===== src/hdl/scs_pkg.sv =====
// Shared constants, codes and control types of the sorted code set.
`timescale 1ns / 1ps

package scs_pkg;

  localparam int CAPACITY = 32;
  localparam int IDX_W    = $clog2(CAPACITY);
  localparam int CNT_W    = $clog2(CAPACITY + 1);

  localparam int CMD_W    = 3;
  localparam int CODE_W   = 17;
  localparam int GROUP_W  = 7;
  localparam int STAT_W   = 2;
  localparam int COUNT_W  = 6;

  localparam int IN_DATA_W  = 24;
  localparam int OUT_DATA_W = 24;
  localparam int OUT_USER_W = 3;

  localparam int GROUP_DIV_INT = 1000;

  localparam logic [CODE_W-1:0] CODE_MIN   = CODE_W'(10000);
  localparam logic [CODE_W-1:0] CODE_MAX   = CODE_W'(99999);
  localparam logic [CODE_W-1:0] GROUP_DIV  = CODE_W'(GROUP_DIV_INT);
  localparam logic [CODE_W-1:0] GROUP_SPAN = CODE_W'(GROUP_DIV_INT - 1);
  localparam logic [CNT_W-1:0]  CNT_FULL   = CNT_W'(CAPACITY);

  typedef enum logic [CMD_W-1:0] {
    CMD_INSERT     = 3'd0,
    CMD_DELETE     = 3'd1,
    CMD_SEARCH     = 3'd2,
    CMD_LIST_GROUP = 3'd3,
    CMD_LIST_ALL   = 3'd4
  } cmd_e;

  typedef enum logic [STAT_W-1:0] {
    STS_DONE    = 2'd0,
    STS_PRESENT = 2'd1,
    STS_FULL    = 2'd2,
    STS_ABSENT  = 2'd3
  } stat_e;

  // Controller to datapath.
  typedef struct packed {
    logic load;         // capture the input word, start an ascending walk
    logic scan;         // advance the ascending walk
    logic shift_start;  // start the descending walk for an insert
    logic shift;        // advance the descending walk
    logic fin_push;     // load the final result into the output register
  } dp_cmd_t;

  // Datapath to controller.
  typedef struct packed {
    logic walk_done;
    logic need_shift;
    logic ins_fin;
    logic out_free;
  } dp_sts_t;

endpackage


===== src/hdl/sorted_code_set.sv =====
// Top level of the sorted code set: stream ports, controller and datapath.
`timescale 1ns / 1ps
//
// Holds an ascending set of five-digit codes, no duplicates, up to CAPACITY
// entries. Each input word carries one command in s_axis_tuser: insert,
// delete, search, list one group (code / 1000 == group) or list all.
// Single commands return one word; a list returns one word per matching entry
// in ascending order with tlast on the final one, or one empty word (entry_valid
// low) when nothing matches. Unknown commands return one empty word.
// Flow: every command first walks the table once through the single read
// port of the table memory; an insert then shifts larger entries up one slot
// a cycle. A final step loads the result into the output register, and the
// next word is taken from the cycle after that; a list streams one matching
// entry per cycle while the receiver takes each word. The input is taken
// only while no command is in progress, but a finished result may still sit
// in the output register while the next word is accepted.
// Reset empties the table at once (count to zero); no clearing pass runs.
// When the receiver stalls, hold the output word; a list walk pauses until the
// output register frees up, nothing is dropped.

module sorted_code_set import scs_pkg::*; (
  input  logic                  clk_i,
  input  logic                  rst_ni,
  input  logic                  s_axis_tvalid,
  output logic                  s_axis_tready,
  // [16:0] code, [23:17] group
  input  logic [IN_DATA_W-1:0]  s_axis_tdata,
  // [2:0] command
  input  logic [CMD_W-1:0]      s_axis_tuser,
  output logic                  m_axis_tvalid,
  input  logic                  m_axis_tready,
  // [16:0] entry_code, [22:17] stored_count, [23] zero
  output logic [OUT_DATA_W-1:0] m_axis_tdata,
  // [0] entry_valid, [2:1] status
  output logic [OUT_USER_W-1:0] m_axis_tuser,
  output logic                  m_axis_tlast
);

  dp_cmd_t            cmd;
  dp_sts_t            sts;
  logic [CODE_W-1:0]  out_code;
  logic               out_entry_valid;
  stat_e              out_status;
  logic [COUNT_W-1:0] out_count;

  scs_ctrl u_ctrl (
    .clk_i      (clk_i),
    .rst_ni     (rst_ni),
    .in_valid_i (s_axis_tvalid),
    .in_ready_o (s_axis_tready),
    .sts_i      (sts),
    .cmd_o      (cmd)
  );

  scs_dpath u_dpath (
    .clk_i             (clk_i),
    .rst_ni            (rst_ni),
    .cmd_i             (cmd),
    .sts_o             (sts),
    .in_cmd_i          (s_axis_tuser),
    .in_code_i         (s_axis_tdata[CODE_W-1:0]),
    .in_group_i        (s_axis_tdata[CODE_W+GROUP_W-1:CODE_W]),
    .out_ready_i       (m_axis_tready),
    .out_valid_o       (m_axis_tvalid),
    .out_code_o        (out_code),
    .out_entry_valid_o (out_entry_valid),
    .out_status_o      (out_status),
    .out_count_o       (out_count),
    .out_last_o        (m_axis_tlast)
  );

  // Pack the result word: code low, count above it, pad with zeros.
  assign m_axis_tdata = {{(OUT_DATA_W - CODE_W - COUNT_W){1'b0}}, out_count, out_code};
  assign m_axis_tuser = {out_status, out_entry_valid};

endmodule


===== src/hdl/scs_ctrl.sv =====
// Controller state machine of the sorted code set.
`timescale 1ns / 1ps

module scs_ctrl import scs_pkg::*; (
  input  logic    clk_i,
  input  logic    rst_ni,
  input  logic    in_valid_i,
  output logic    in_ready_o,
  input  dp_sts_t sts_i,
  output dp_cmd_t cmd_o
);

  typedef enum logic [3:0] {
    S_IDLE  = 4'b0001,
    S_SCAN  = 4'b0010,
    S_SHIFT = 4'b0100,
    S_FIN   = 4'b1000
  } state_e;

  state_e state_q, state_d;

  always_comb begin
    state_d    = state_q;
    cmd_o      = '0;
    in_ready_o = 1'b0;
    case (state_q)
      S_IDLE: begin
        in_ready_o = 1'b1;
        if (in_valid_i) begin
          cmd_o.load = 1'b1;
          state_d    = S_SCAN;
        end
      end
      S_SCAN: begin
        cmd_o.scan = 1'b1;
        if (sts_i.walk_done) begin
          if (sts_i.need_shift) begin
            cmd_o.shift_start = 1'b1;
            state_d           = S_SHIFT;
          end else begin
            state_d = S_FIN;
          end
        end
      end
      S_SHIFT: begin
        cmd_o.shift = 1'b1;
        if (sts_i.ins_fin) begin
          state_d = S_FIN;
        end
      end
      S_FIN: begin
        if (sts_i.out_free) begin
          cmd_o.fin_push = 1'b1;
          state_d        = S_IDLE;
        end
      end
      default: begin
        state_d = S_IDLE;
      end
    endcase
  end

  always_ff @(posedge clk_i or negedge rst_ni) begin
    if (!rst_ni) begin
      state_q <= S_IDLE;
    end else begin
      state_q <= state_d;
    end
  end

  // Only one walk runs at a time.
  assert property (@(posedge clk_i) disable iff (!rst_ni)
    !(cmd_o.scan && cmd_o.shift))
    else $error("scan and shift walks active together");

  // A new word is taken only after the previous one has pushed its final result.
  assert property (@(posedge clk_i) disable iff (!rst_ni)
    cmd_o.fin_push |=> (state_q == S_IDLE))
    else $error("final push did not return to idle");

  // An insert shift only follows a finished scan.
  assert property (@(posedge clk_i) disable iff (!rst_ni)
    cmd_o.shift_start |-> sts_i.walk_done)
    else $error("shift started before scan finished");

endmodule


===== src/hdl/scs_dpath.sv =====
// Datapath of the sorted code set: table memory, walk pipeline, result register.
`timescale 1ns / 1ps

module scs_dpath import scs_pkg::*; (
  input  logic               clk_i,
  input  logic               rst_ni,
  input  dp_cmd_t            cmd_i,
  output dp_sts_t            sts_o,
  input  logic [CMD_W-1:0]   in_cmd_i,
  input  logic [CODE_W-1:0]  in_code_i,
  input  logic [GROUP_W-1:0] in_group_i,
  input  logic               out_ready_i,
  output logic               out_valid_o,
  output logic [CODE_W-1:0]  out_code_o,
  output logic               out_entry_valid_o,
  output stat_e              out_status_o,
  output logic [COUNT_W-1:0] out_count_o,
  output logic               out_last_o
);

  logic [CODE_W-1:0] mem [CAPACITY];

  cmd_e              cmd_q;
  logic [CODE_W-1:0] code_q, grp_lo_q, grp_hi_q, rd_q, pend_code_q;
  logic              in_range_q;
  logic [CNT_W-1:0]  cnt_q, cnt_d, rem_q, fin_cnt;
  logic [IDX_W-1:0]  addr_q, didx_q;
  logic              dv_q, found_q, pend_vld_q, ins_done_q;

  logic              o_vld_q, o_valid_q, o_last_q;
  logic [CODE_W-1:0] o_code_q;
  stat_e             o_stat_q;
  logic [COUNT_W-1:0] o_cnt_q;

  logic              is_list, in_grp, list_hit, out_free, stall, step, proc, gt;
  logic              walk_done, ins_fin, rd_en, push_list;
  logic              wr_en;
  logic [IDX_W-1:0]  wr_addr;
  logic [CODE_W-1:0] wr_data;
  logic [CODE_W-1:0] grp_lo_d;

  logic [CODE_W-1:0] fin_code;
  logic              fin_valid;
  stat_e             fin_stat;

  always_comb begin
    is_list   = (cmd_q == CMD_LIST_GROUP) || (cmd_q == CMD_LIST_ALL);
    in_grp    = (rd_q >= grp_lo_q) && (rd_q <= grp_hi_q);
    list_hit  = dv_q && is_list && ((cmd_q == CMD_LIST_ALL) || in_grp);
    out_free  = !o_vld_q || out_ready_i;
    stall     = list_hit && pend_vld_q && !out_free;
    step      = (cmd_i.scan && !stall) || cmd_i.shift;
    proc      = cmd_i.scan && !stall && dv_q;
    gt        = rd_q > code_q;
    walk_done = (rem_q == '0) && !dv_q;
    ins_fin   = cmd_i.shift && ((dv_q && !gt) || walk_done);
    rd_en     = step && (rem_q != '0) && !cmd_i.load && !cmd_i.shift_start;
    push_list = proc && list_hit && pend_vld_q;
    grp_lo_d  = CODE_W'(in_group_i) * GROUP_DIV;
  end

  // Memory write: close the gap on delete, open a slot on insert.
  always_comb begin
    wr_en   = 1'b0;
    wr_addr = didx_q;
    wr_data = rd_q;
    if (proc && (cmd_q == CMD_DELETE) && found_q) begin
      wr_en   = 1'b1;
      wr_addr = didx_q - 1'b1;
    end else if (cmd_i.shift) begin
      if (dv_q) begin
        wr_en   = 1'b1;
        wr_addr = didx_q + 1'b1;
        wr_data = gt ? rd_q : code_q;
      end else if (walk_done) begin
        wr_en   = 1'b1;
        wr_addr = '0;
        wr_data = code_q;
      end
    end
  end

  // Final single result of the command.
  always_comb begin
    fin_code  = code_q;
    fin_valid = 1'b0;
    fin_stat  = STS_DONE;
    fin_cnt   = cnt_q;
    case (cmd_q)
      CMD_INSERT: begin
        if (!in_range_q) begin
          fin_stat = STS_ABSENT;
        end else if (found_q) begin
          fin_valid = 1'b1;
          fin_stat  = STS_PRESENT;
        end else if (ins_done_q) begin
          fin_valid = 1'b1;
        end else begin
          fin_stat = STS_FULL;
        end
      end
      CMD_DELETE: begin
        fin_valid = found_q;
        fin_stat  = found_q ? STS_DONE : STS_ABSENT;
        if (found_q) begin
          fin_cnt = cnt_q - 1'b1;
        end
      end
      CMD_SEARCH: begin
        fin_valid = found_q;
        fin_stat  = found_q ? STS_DONE : STS_ABSENT;
      end
      CMD_LIST_GROUP, CMD_LIST_ALL: begin
        fin_valid = pend_vld_q;
        fin_code  = pend_vld_q ? pend_code_q : '0;
      end
      default: begin
        fin_code = '0;
      end
    endcase
  end

  always_comb begin
    cnt_d = cnt_q;
    if (cmd_i.fin_push) begin
      cnt_d = fin_cnt;
    end else if (ins_fin) begin
      cnt_d = cnt_q + 1'b1;
    end
  end

  always_comb begin
    sts_o.walk_done  = walk_done;
    sts_o.need_shift = (cmd_q == CMD_INSERT) && in_range_q && !found_q &&
                       (cnt_q < CNT_FULL);
    sts_o.ins_fin    = ins_fin;
    sts_o.out_free   = out_free;
  end

  // Table memory, one write and one registered read per cycle.
  always_ff @(posedge clk_i) begin
    if (wr_en) begin
      mem[wr_addr] <= wr_data;
    end
    if (rd_en) begin
      rd_q   <= mem[addr_q];
      didx_q <= addr_q;
    end
  end

  // Command operands and walk address.
  always_ff @(posedge clk_i) begin
    if (cmd_i.load) begin
      cmd_q      <= cmd_e'(in_cmd_i);
      code_q     <= in_code_i;
      in_range_q <= (in_code_i >= CODE_MIN) && (in_code_i <= CODE_MAX);
      grp_lo_q   <= grp_lo_d;
      grp_hi_q   <= grp_lo_d + GROUP_SPAN;
      addr_q     <= '0;
    end else if (cmd_i.shift_start) begin
      addr_q <= IDX_W'(cnt_q - 1'b1);
    end else if (rd_en) begin
      addr_q <= cmd_i.shift ? addr_q - 1'b1 : addr_q + 1'b1;
    end
    if (proc && list_hit) begin
      pend_code_q <= rd_q;
    end
  end

  always_ff @(posedge clk_i or negedge rst_ni) begin
    if (!rst_ni) begin
      cnt_q      <= '0;
      rem_q      <= '0;
      dv_q       <= 1'b0;
      found_q    <= 1'b0;
      pend_vld_q <= 1'b0;
      ins_done_q <= 1'b0;
    end else begin
      cnt_q <= cnt_d;
      if (cmd_i.load || cmd_i.shift_start) begin
        rem_q <= cnt_q;
        dv_q  <= 1'b0;
      end else if (step) begin
        dv_q <= rd_en;
        if (rd_en) begin
          rem_q <= rem_q - 1'b1;
        end
      end
      if (cmd_i.load) begin
        found_q    <= 1'b0;
        pend_vld_q <= 1'b0;
        ins_done_q <= 1'b0;
      end else begin
        if (proc && (rd_q == code_q)) begin
          found_q <= 1'b1;
        end
        if (proc && list_hit) begin
          pend_vld_q <= 1'b1;
        end
        if (ins_fin) begin
          ins_done_q <= 1'b1;
        end
      end
    end
  end

  // Output register.
  always_ff @(posedge clk_i or negedge rst_ni) begin
    if (!rst_ni) begin
      o_vld_q <= 1'b0;
    end else if (push_list || cmd_i.fin_push) begin
      o_vld_q <= 1'b1;
    end else if (out_ready_i) begin
      o_vld_q <= 1'b0;
    end
  end

  always_ff @(posedge clk_i) begin
    if (push_list) begin
      o_code_q  <= pend_code_q;
      o_valid_q <= 1'b1;
      o_stat_q  <= STS_DONE;
      o_cnt_q   <= COUNT_W'(cnt_q);
      o_last_q  <= 1'b0;
    end else if (cmd_i.fin_push) begin
      o_code_q  <= fin_code;
      o_valid_q <= fin_valid;
      o_stat_q  <= fin_stat;
      o_cnt_q   <= COUNT_W'(fin_cnt);
      o_last_q  <= 1'b1;
    end
  end

  assign out_valid_o       = o_vld_q;
  assign out_code_o        = o_code_q;
  assign out_entry_valid_o = o_valid_q;
  assign out_status_o      = o_stat_q;
  assign out_count_o       = o_cnt_q;
  assign out_last_o        = o_last_q;

  assert property (@(posedge clk_i) disable iff (!rst_ni)
    cnt_q <= CNT_FULL)
    else $error("entry count above capacity");

  // Writes stay inside the occupied region plus the slot being opened.
  assert property (@(posedge clk_i) disable iff (!rst_ni)
    wr_en |-> (CNT_W'(wr_addr) <= cnt_q))
    else $error("table write beyond occupied entries");

  assert property (@(posedge clk_i) disable iff (!rst_ni)
    (push_list || cmd_i.fin_push) |-> out_free)
    else $error("result pushed into a full output register");

  assert property (@(posedge clk_i) disable iff (!rst_ni)
    (cnt_q == $past(cnt_q)) || (cnt_q == $past(cnt_q) + 1'b1) ||
    (cnt_q + 1'b1 == $past(cnt_q)))
    else $error("entry count moved by more than one");

endmodule

===== config.mk =====
export PLATFORM = sky130hd
export DESIGN_NAME = sorted_code_set
export DESIGN_NICKNAME = d
export VERILOG_FILES = /design/src/hdl/scs_pkg.sv /design/src/hdl/sorted_code_set.sv /design/src/hdl/scs_ctrl.sv /design/src/hdl/scs_dpath.sv
export SDC_FILE = /design/constraint.sdc
export NUM_CORES = 1
export LEC_CHECK = 0
export BUFFER_PORTS_ARGS = -buffer_cell sky130_fd_sc_hd__buf_2
export CAP_MARGIN = 40
export CORE_MARGIN = 2
export CORE_UTILIZATION = 47
export CTS_BUF_LIST = sky130_fd_sc_hd__clkbuf_4 sky130_fd_sc_hd__clkbuf_8
export CTS_CLUSTER_SIZE = 16
export DETAILED_ROUTE_END_ITERATION = 10
export GPL_ROUTABILITY_DRIVEN = 0
export PLACE_DENSITY_LB_ADDON = 0.08
export SYNTH_ARGS = -nofsm -noshare
export SYNTH_HDL_FRONTEND = slang
export SYNTH_SLANG_ARGS = --single-unit

===== constraint.sdc =====
create_clock -name clk_i -period 7.71 [get_ports clk_i]
set_input_delay 0.3855 -clock clk_i [delete_from_list [all_inputs] [get_ports clk_i]]
set_output_delay 0.3855 -clock clk_i [all_outputs]
set_load 0.01 [all_outputs]

==> results of run 1 <==
[cell usage after synthesis, drive strengths merged (4+ instances only)]
| cell type | number |
|---|---|
| nor3b | 5 |
| nor2 | 72 |
| nand3 | 28 |
| nand2 | 63 |
| or3 | 5 |
| o22ai | 4 |
| ha | 87 |
| o21a | 4 |
| buf | 35 |
| and3 | 7 |
| xnor2 | 25 |
| clkbuf | 31 |
| a21o | 5 |
| a31oi | 9 |
| inv | 106 |
| nand2b | 5 |
| and2 | 4 |
| o21ai | 43 |
| edfxtp | 653 |
| dfrtp | 20 |
| a21oi | 39 |
| fa | 19 |
| nor3 | 22 |
| a22o | 18 |
| o31ai | 4 |
| mux2i | 5 |
| nor2b | 11 |
| mux4 | 170 |
| mux2 | 19 |
| xor2 | 16 |
| dfxtp | 9 |
| nand4 | 11 |
| a22oi | 4 |
[registers in the layout, indices dropped and copies added (netlist names), 5 cells and up]
name / flops
u_dpath.out_count_o: 6
u_dpath.didx_q: 5
u_dpath.code_q: 17
u_dpath.cnt_q: 6
u_dpath.addr_q: 5
u_dpath.grp_hi_q: 12
u_dpath.grp_lo_q: 14
u_dpath.rem_q: 6
u_dpath.rd_q: 17
u_dpath.out_code_o: 17
u_dpath.mem: 544
u_dpath.pend_code_q: 17
[layout make-up]
class | count | area [um2] | share of cell area
Sequential cell | 683 | 20300 | 0.604
Multi-Input combinational cell | 748 | 8400 | 0.250
Clock buffer | 158 | 1890 | 0.0563
Timing Repair Buffer | 143 | 1230 | 0.0365
Tap cell | 837 | 1050 | 0.0311
Inverter | 106 | 398 | 0.0118
Clock inverter | 54 | 339 | 0.0101
Antenna cell | 1 | 2.50 | 0.0000744
[repair_timing]
| item | in CTS | in global routing |
|---|---|---|
| hold buffers | 24 | 0 |
| endpoints found under the hold margin | 44 | 0 |
| setup endpoints to repair | 0 | 0 |
[placed cells by master, fill, tap and decap left out, types with 6 or more instances in the layout]
cell type and n:
ha_1 87, buf_16 6, clkbuf_4 45, nor2_4 8
nand2_1 62, o21ai_2 17, buf_8 11, clkinv_2 9
nor2b_1 7, nand4_1 11, clkbuf_8 113, a22o_1 18
fa_1 19, nor2_1 43, a31oi_1 9, nor2_2 21
dlygate4sd3_1 24, clkinv_1 36, and3_1 7, xnor2_1 25
inv_1 104, buf_2 59, mux4_2 170, buf_4 40
dfrtp_1 20, a21oi_1 39, nand3_1 27, o21ai_0 21
edfxtp_1 653, mux2_2 19, nor3_1 21, xor2_1 16
[routing by layer]
metal / wire, um / part of all wire / global-route usage / vias to the layer above
met5: 111 / 0.0016 / 0.0131 / -
met4: 1840 / 0.027 / 0.0722 / 2
met3: 3800 / 0.056 / 0.0424 / 112
met2: 33100 / 0.49 / 0.356 / 440
met1: 29300 / 0.43 / 0.299 / 7991
li1: - / - / - / 6785
[worst paths after layout]
kind                               startpoint                 endpoint
max reg2reg                  u_dpath.rd_q[10]       u_dpath.mem[15][6]
max                          s_axis_tdata[17]     u_dpath.grp_hi_q[16]
min reg2reg                u_dpath.out_last_o       u_dpath.out_last_o
max in group asynchronous              rst_ni        u_ctrl.state_q[0]
min                             m_axis_tready  u_dpath.out_status_o[1]
min in group asynchronous              rst_ni         u_dpath.cnt_q[4]
[through the flow]
step | power [mW] | utilization
final | 9.90 | 0.546
after global routing | 10.4 | 0.546
after CTS | 10.0 | 0.546
after detailed placement | 6.85 | 0.506
after global placement | 6.76 | 0.500
after floorplan | 6.19 | -
[worst register-to-register path, delay by kind of cell, from the launching register on]
kind            cells  cell delay (ns)
fa+ha+maj           1             0.37
buf+inv             2             0.59
flops               1             0.53
compound gates      6             1.89
simple gates        1             0.26
[cell families (layout without fill, tap and decap cells)]
family / after synthesis / in the layout / share of synthesized area
buffers and inverters: 172 / 461 / 0.0249
DFF: 683 / 683 / 0.694
adders and majority gates: 106 / 106 / 0.0502
other: 1 / 2 / 0.000128
AOI/OAI and AO/OA: 162 / 162 / 0.0373
xor gates and xnor gates: 41 / 41 / 0.0123
and+or+nand+nor: 244 / 244 / 0.0412
muxes: 194 / 194 / 0.140
[where the power goes]
| part | switching, mW | internal (mW) | leakage (nW) |
|---|---|---|---|
| Sequential | 0.177 | 4.45 | 6.23 |
| Clock | 1.45 | 1.69 | 1.18 |
| Combinational | 1.18 | 0.947 | 4.00 |
==> results_dict.tcl, run 1 <==
set metrics [dict create \
    final_nets 1931 \
    final-setup-viol-count 0 \
    synthTopCellsByArea "edfxtp_1, mux4_2, ha_1, dfrtp_1, inv_1" \
    ir_drop_mv 0.150 \
    crit_type "in2reg" \
    vias_per_cell 5.62 \
    grt_pass1_wl_um 101000 \
    endpoint_kind "flip-flop" \
    power_density_nw_per_um2 294 \
    final.setup.tns_ns 0 \
    cpMostUsedCell "fa_1" \
    ff2ff_setup_slack_ns 3.92 \
    ant_nets 0 \
    drc_errors 0 \
    synth_top_area_cell "edfxtp_1" \
    post_cts.repair.setup_buffers 0 \
    final_layout_size_suffix_gt1_frac 0.294 \
    dp_hpwl_um 40300 \
    cts_tree "yes" \
    async_flop_share 0.0307 \
    synth_top_cell_area_share 0.670 \
    core-area_um2 61600 \
    cp-start-kind "input pin" \
    path_buf_inv 4 \
    fin_skew_ns 0.0433 \
    crit_arrival_ns 4.98 \
    vias 15300 \
    ys_warn_count 0 \
    hold_class "in2reg" \
    cp_max_fo 5 \
    first_pass_iters 7 \
    final_cells 2730 \
    dp_cells 2493 \
    fmax_ghz 0.220 \
    die_area_um2 64300 \
    synthFlopType "edfxtp_1" \
    slowest_stage "dlygate4sd3_1" \
    antenna_found_initial 1 \
    timing.final.ws_setup_ns 3.16 \
    syn2layout_area_growth_pct 14.9 \
    fin_crit_sh 0.590 \
    rows 91 \
    root_buffer "clkbuf_8" \
    crit_required_ns 8.14 \
    htreeDepth 3 \
    wl_per_cell_um 25.0 \
    ys_ff_latch 683 \
    post_cts_resized 0 \
    grt-ovfl-total 0 \
    cts_buffer_depth 3 \
    crit_cells 17 \
    cts_buffers 112 \
    synth_cell_types 78 \
    fill_cells 4844 \
    placed_area_um2 31200 \
    grt_usage 0.219 \
    die_x_um 254 \
    slew_headroom 0.425 \
    synth_edf_count 653 \
    dp_worst_setup_slack_ns 2.97 \
    worst_pin_slew_ns 0.861 \
    numPortBuffers 59 \
    clkTransAtPathRegs_ns 0.06 \
    avgSynthCellArea_um2 18.3 \
    clk_latency_ns 0.73 \
    rsz0062_at_grt "no" \
    min_period_ns 4.55 \
    finalWirelength_um 68200 \
    cts.sinks 683 \
    cap_violations 0 \
    design_area_um2 33600 \
    drtIter0Drc 1199 \
    whs_ns 0.102 \
    grt_max_degree 69 \
    hold_viol 0 \
    die_h_um 254 \
    grt_pass1_vias 15900 \
    worstRegToRegCells 10 \
    syn_nets 1740 \
    leakagePower_nw 11.4 \
    floorplan.initialDensity 0.475 \
    yosysSeqAreaShare 0.694 \
    io_pins 61 \
    critPathMaxStageDelay_ns 0.53 \
    hold_depth 3 \
    maxSlewViolCount 0 \
    crit_family "adder cells" \
    syn_area_um2 29300 \
    crit_chain "dlygate4sd3_1 > buf_2 > fa_1 > fa_1 > inv_1 > fa_1 > fa_1 > inv_1 > ha_1 > a21oi_1 > nand2b_1 > nand3b_1 > xnor2_1 > nor3b_1 > and3_1 > nand3_1 > xnor2_1" \
    synthCells 1603 \
    status "complete, no violations" \
]
Note: power is estimated with default switching activity, not from simulation.
==> inputs of run 2 (changes only) <==
- ABC_AREA: default -> 1
- clock period: 7.71 -> 3.9 ns (I/O delays scaled with it)
==> run 2 against run 1 <==
Final area is 4.4% higher. Critical path depth is 4 higher. Register-to-register slack worse by 3.6 ns. Critical path type unchanged. Via count is 33% higher. Worst setup slack worse by 3.1 ns. First-iteration DRC count is 58% higher. Critical endpoint unchanged. Synthesized area is 2.9% higher.
==> results_dict.tcl, run 2 <==
set metrics [dict create \
    synthFlopType "edfxtp_1" \
    die_x_um 257 \
    ys_top_cells_by_count "edfxtp_1, nor2_1, o21ai_0, nand2_1, inv_1" \
    post-route-util 0.555 \
    rr_startpoint "u_dpath.rd_q[13]" \
    synth_top_area_cell "edfxtp_1" \
    cp_max_fo 5 \
    avgSynthCellArea_um2 12.1 \
    final_cell_mix "edfxtp_1, nor2_1, o21ai_0" \
    ir_drop_mv 0.330 \
    hp-start "s_axis_tdata[19]" \
    core-area_um2 63200 \
    yosysMostFrequentCell "edfxtp_1" \
    grt_pass1_vias 19900 \
    finalWirelength_um 79700 \
    maxSlewViolCount 0 \
    hold_depth 3 \
    fin_skew_ns 0.0519 \
    cpMostUsedCell "fa_1" \
    cts_buffers 110 \
    ff2ff_setup_slack_ns 0.33 \
    slew_headroom 0.509 \
    design_area_um2 35100 \
    slowest_stage "dlygate4sd3_1" \
    power_mw 21.1 \
    ys_ff_latch 683 \
    hold_class "in2reg" \
    synthCells 2490 \
    syn2layout_area_growth_pct 16.6 \
    power_density_nw_per_um2 602 \
    grt_max_degree 140 \
    synth_edf_count 653 \
    grt_usage 0.240 \
    vias 20400 \
    cap_violations 0 \
    min_period_ns 3.82 \
    worstRegToRegCells 16 \
    placed_area_um2 32600 \
    antenna_found_initial 2 \
    ys_warn_count 0 \
    crit_chain "buf_2 > dlygate4sd3_1 > buf_4 > ha_2 > fa_1 > inv_1 > fa_1 > fa_1 > inv_1 > ha_4 > nand2_1 > nor2_2 > a21o_1 > and2_1 > o21ai_2 > buf_4 > nand3_1 > nand2_2 > nor2_2 > nand2_1 > xnor2_1" \
    clkTransAtPathRegs_ns 0.06 \
    worst_pin_slew_ns 0.729 \
    htreeDepth 3 \
    yosysSeqAreaShare 0.675 \
    status "complete, no violations" \
    crit_required_ns 4.35 \
    crit_type "in2reg" \
    whs_ns 0.0850 \
    drtIter0Drc 1893 \
    final_nets 2823 \
    grt_pass1_wl_um 120000 \
    largest_register_ffs 544 \
    leakagePower_nw 12.6 \
    crit_arrival_ns 4.28 \
    drc_errors 0 \
    critPathMaxStageDelay_ns 0.55 \
    top_register "u_dpath.mem" \
    cts_buffer_depth 3 \
    synth_top_cell_area_share 0.651 \
    hold_viol 0 \
    syn_nets 2627 \
    async_flop_share 0.0307 \
    fin_crit_sh 0.980 \
    numPortBuffers 59 \
    dp_hpwl_um 47700 \
    syn_area_um2 30100 \
    dp_cells 3392 \
    rows 92 \
    first_pass_iters 6 \
    io_pins 61 \
    final_cells 3613 \
    endpoint_kind "flip-flop" \
    vias_per_cell 5.65 \
    fmax_ghz 0.262 \
    cp-start-kind "input pin" \
    synthTopCellsByArea "edfxtp_1, o21ai_0, nor2_1, ha_1, o221ai_1" \
    rsz0062_at_grt "yes" \
    synth_cell_types 55 \
    wl_per_cell_um 22.1 \
    r2r-end "u_dpath.mem[29][16]" \
    floorplan.initialDensity 0.476 \
    final_common_cell "edfxtp_1" \
    grt-ovfl-total 0 \
    final-setup-viol-count 0 \
    ant_nets 0 \
    cts.sinks 683 \
    final_layout_size_suffix_gt1_frac 0.167 \
    cts_tree "yes" \
    clk_latency_ns 0.74 \
    die_area_um2 66100 \
    min_to "u_dpath.grp_lo_q[5]" \
    die_h_um 257 \
    root_buffer "clkbuf_8" \
]
-- run 2: cell count changes in the layout (fill, tap and decap cells not counted), moves of 16 or more --
cell,change
clkinv_1,-16
buf_4,+41
mux2_2,-19
mux4_2,-170
inv_1,+58
nor2_1,+335
o221ai_1,+94
a22o_1,-18
o22ai_1,+45
nand3_1,+66
buf_12,+42
o21ai_0,+323
nand2_1,+139
-- run 2: worst max-delay path by stage --
| stage | slack [ns] | to | cells past startpoint | from |
|---|---|---|---|---|
| floorplan | 0.02 | u_dpath.grp_hi_q[15] | 18 | s_axis_tdata[19] |
| CTS | 0.03 | u_dpath.grp_hi_q[15] | 18 | s_axis_tdata[17] |
| detailed placement | -0.36 | u_dpath.grp_hi_q[15] | 18 | s_axis_tdata[19] |
| global route | -0.03 | u_dpath.grp_hi_q[16] | 21 | s_axis_tdata[17] |
| finish | 0.08 | u_dpath.grp_hi_q[16] | 21 | s_axis_tdata[17] |
| global placement | -0.32 | u_dpath.grp_hi_q[15] | 18 | s_axis_tdata[19] |
-- run 2: through the flow --
stage,setup TNS (ns),setup slack (ns)
4_1_cts,0,0.0311
6_report,0,0.0795
5_1_grt,-0.0295,-0.0269
3_5_place_dp,-2.00,-0.357
2_1_floorplan,0,0.0197
3_3_place_gp,-1.63,-0.322
-- run 2: kinds of logic (layout without fill, tap and decap cells) --
group | Yosys count | count (layout) | synth area share
other cells | 1 | 2 | 0.000125
compound gates | 605 | 605 | 0.121
xor+xnor | 39 | 39 | 0.0113
simple gates | 753 | 753 | 0.105
fa+ha+maj | 106 | 106 | 0.0488
buf+inv | 303 | 579 | 0.0389
flops | 683 | 683 | 0.675
-- run 2: repair_timing --
item / 4_1_cts / 5_1_grt
gates resized for setup: 0 / 16
hold endpoints to repair: 54 / 1
setup endpoints to repair: 0 / 25
hold buffers: 27 / 1
buffers inserted: 0 / 0
-- run 2: cell type report --
class,instances,area [um2]
multi-input cells,1504,8790
clock buffers,152,1840
fillers,5289,28100
flip-flops and latches,683,20300
well taps,846,1060
diodes,1,2.50
repair buffers,214,2120
clock inverters,40,309
inverters,173,659
-- run 2: per-layer routing --
layer | routed length (um) | GRT usage
met4 | 1710 | 0.0652
met2 | 38100 | 0.393
met5 | 0 | 0
met1 | 35200 | 0.333
met3 | 4820 | 0.0410
-- run 2: worst max-delay path: cells and delay by family --
kind	cells	cell delay (ns)
buffers and inverters	6	1.05
xor gates and xnor gates	1	0.12
adders and majority gates	5	2.02
AOI/OAI and AO/OA	2	0.20
and+or+nand+nor	7	0.68
-- run 2: power breakdown --
group / internal [mW] / switching (mW) / leakage, nW
combinational: 2.07 / 3.80 / 5.27
clock: 3.26 / 2.86 / 1.13
sequential: 8.88 / 0.284 / 6.23
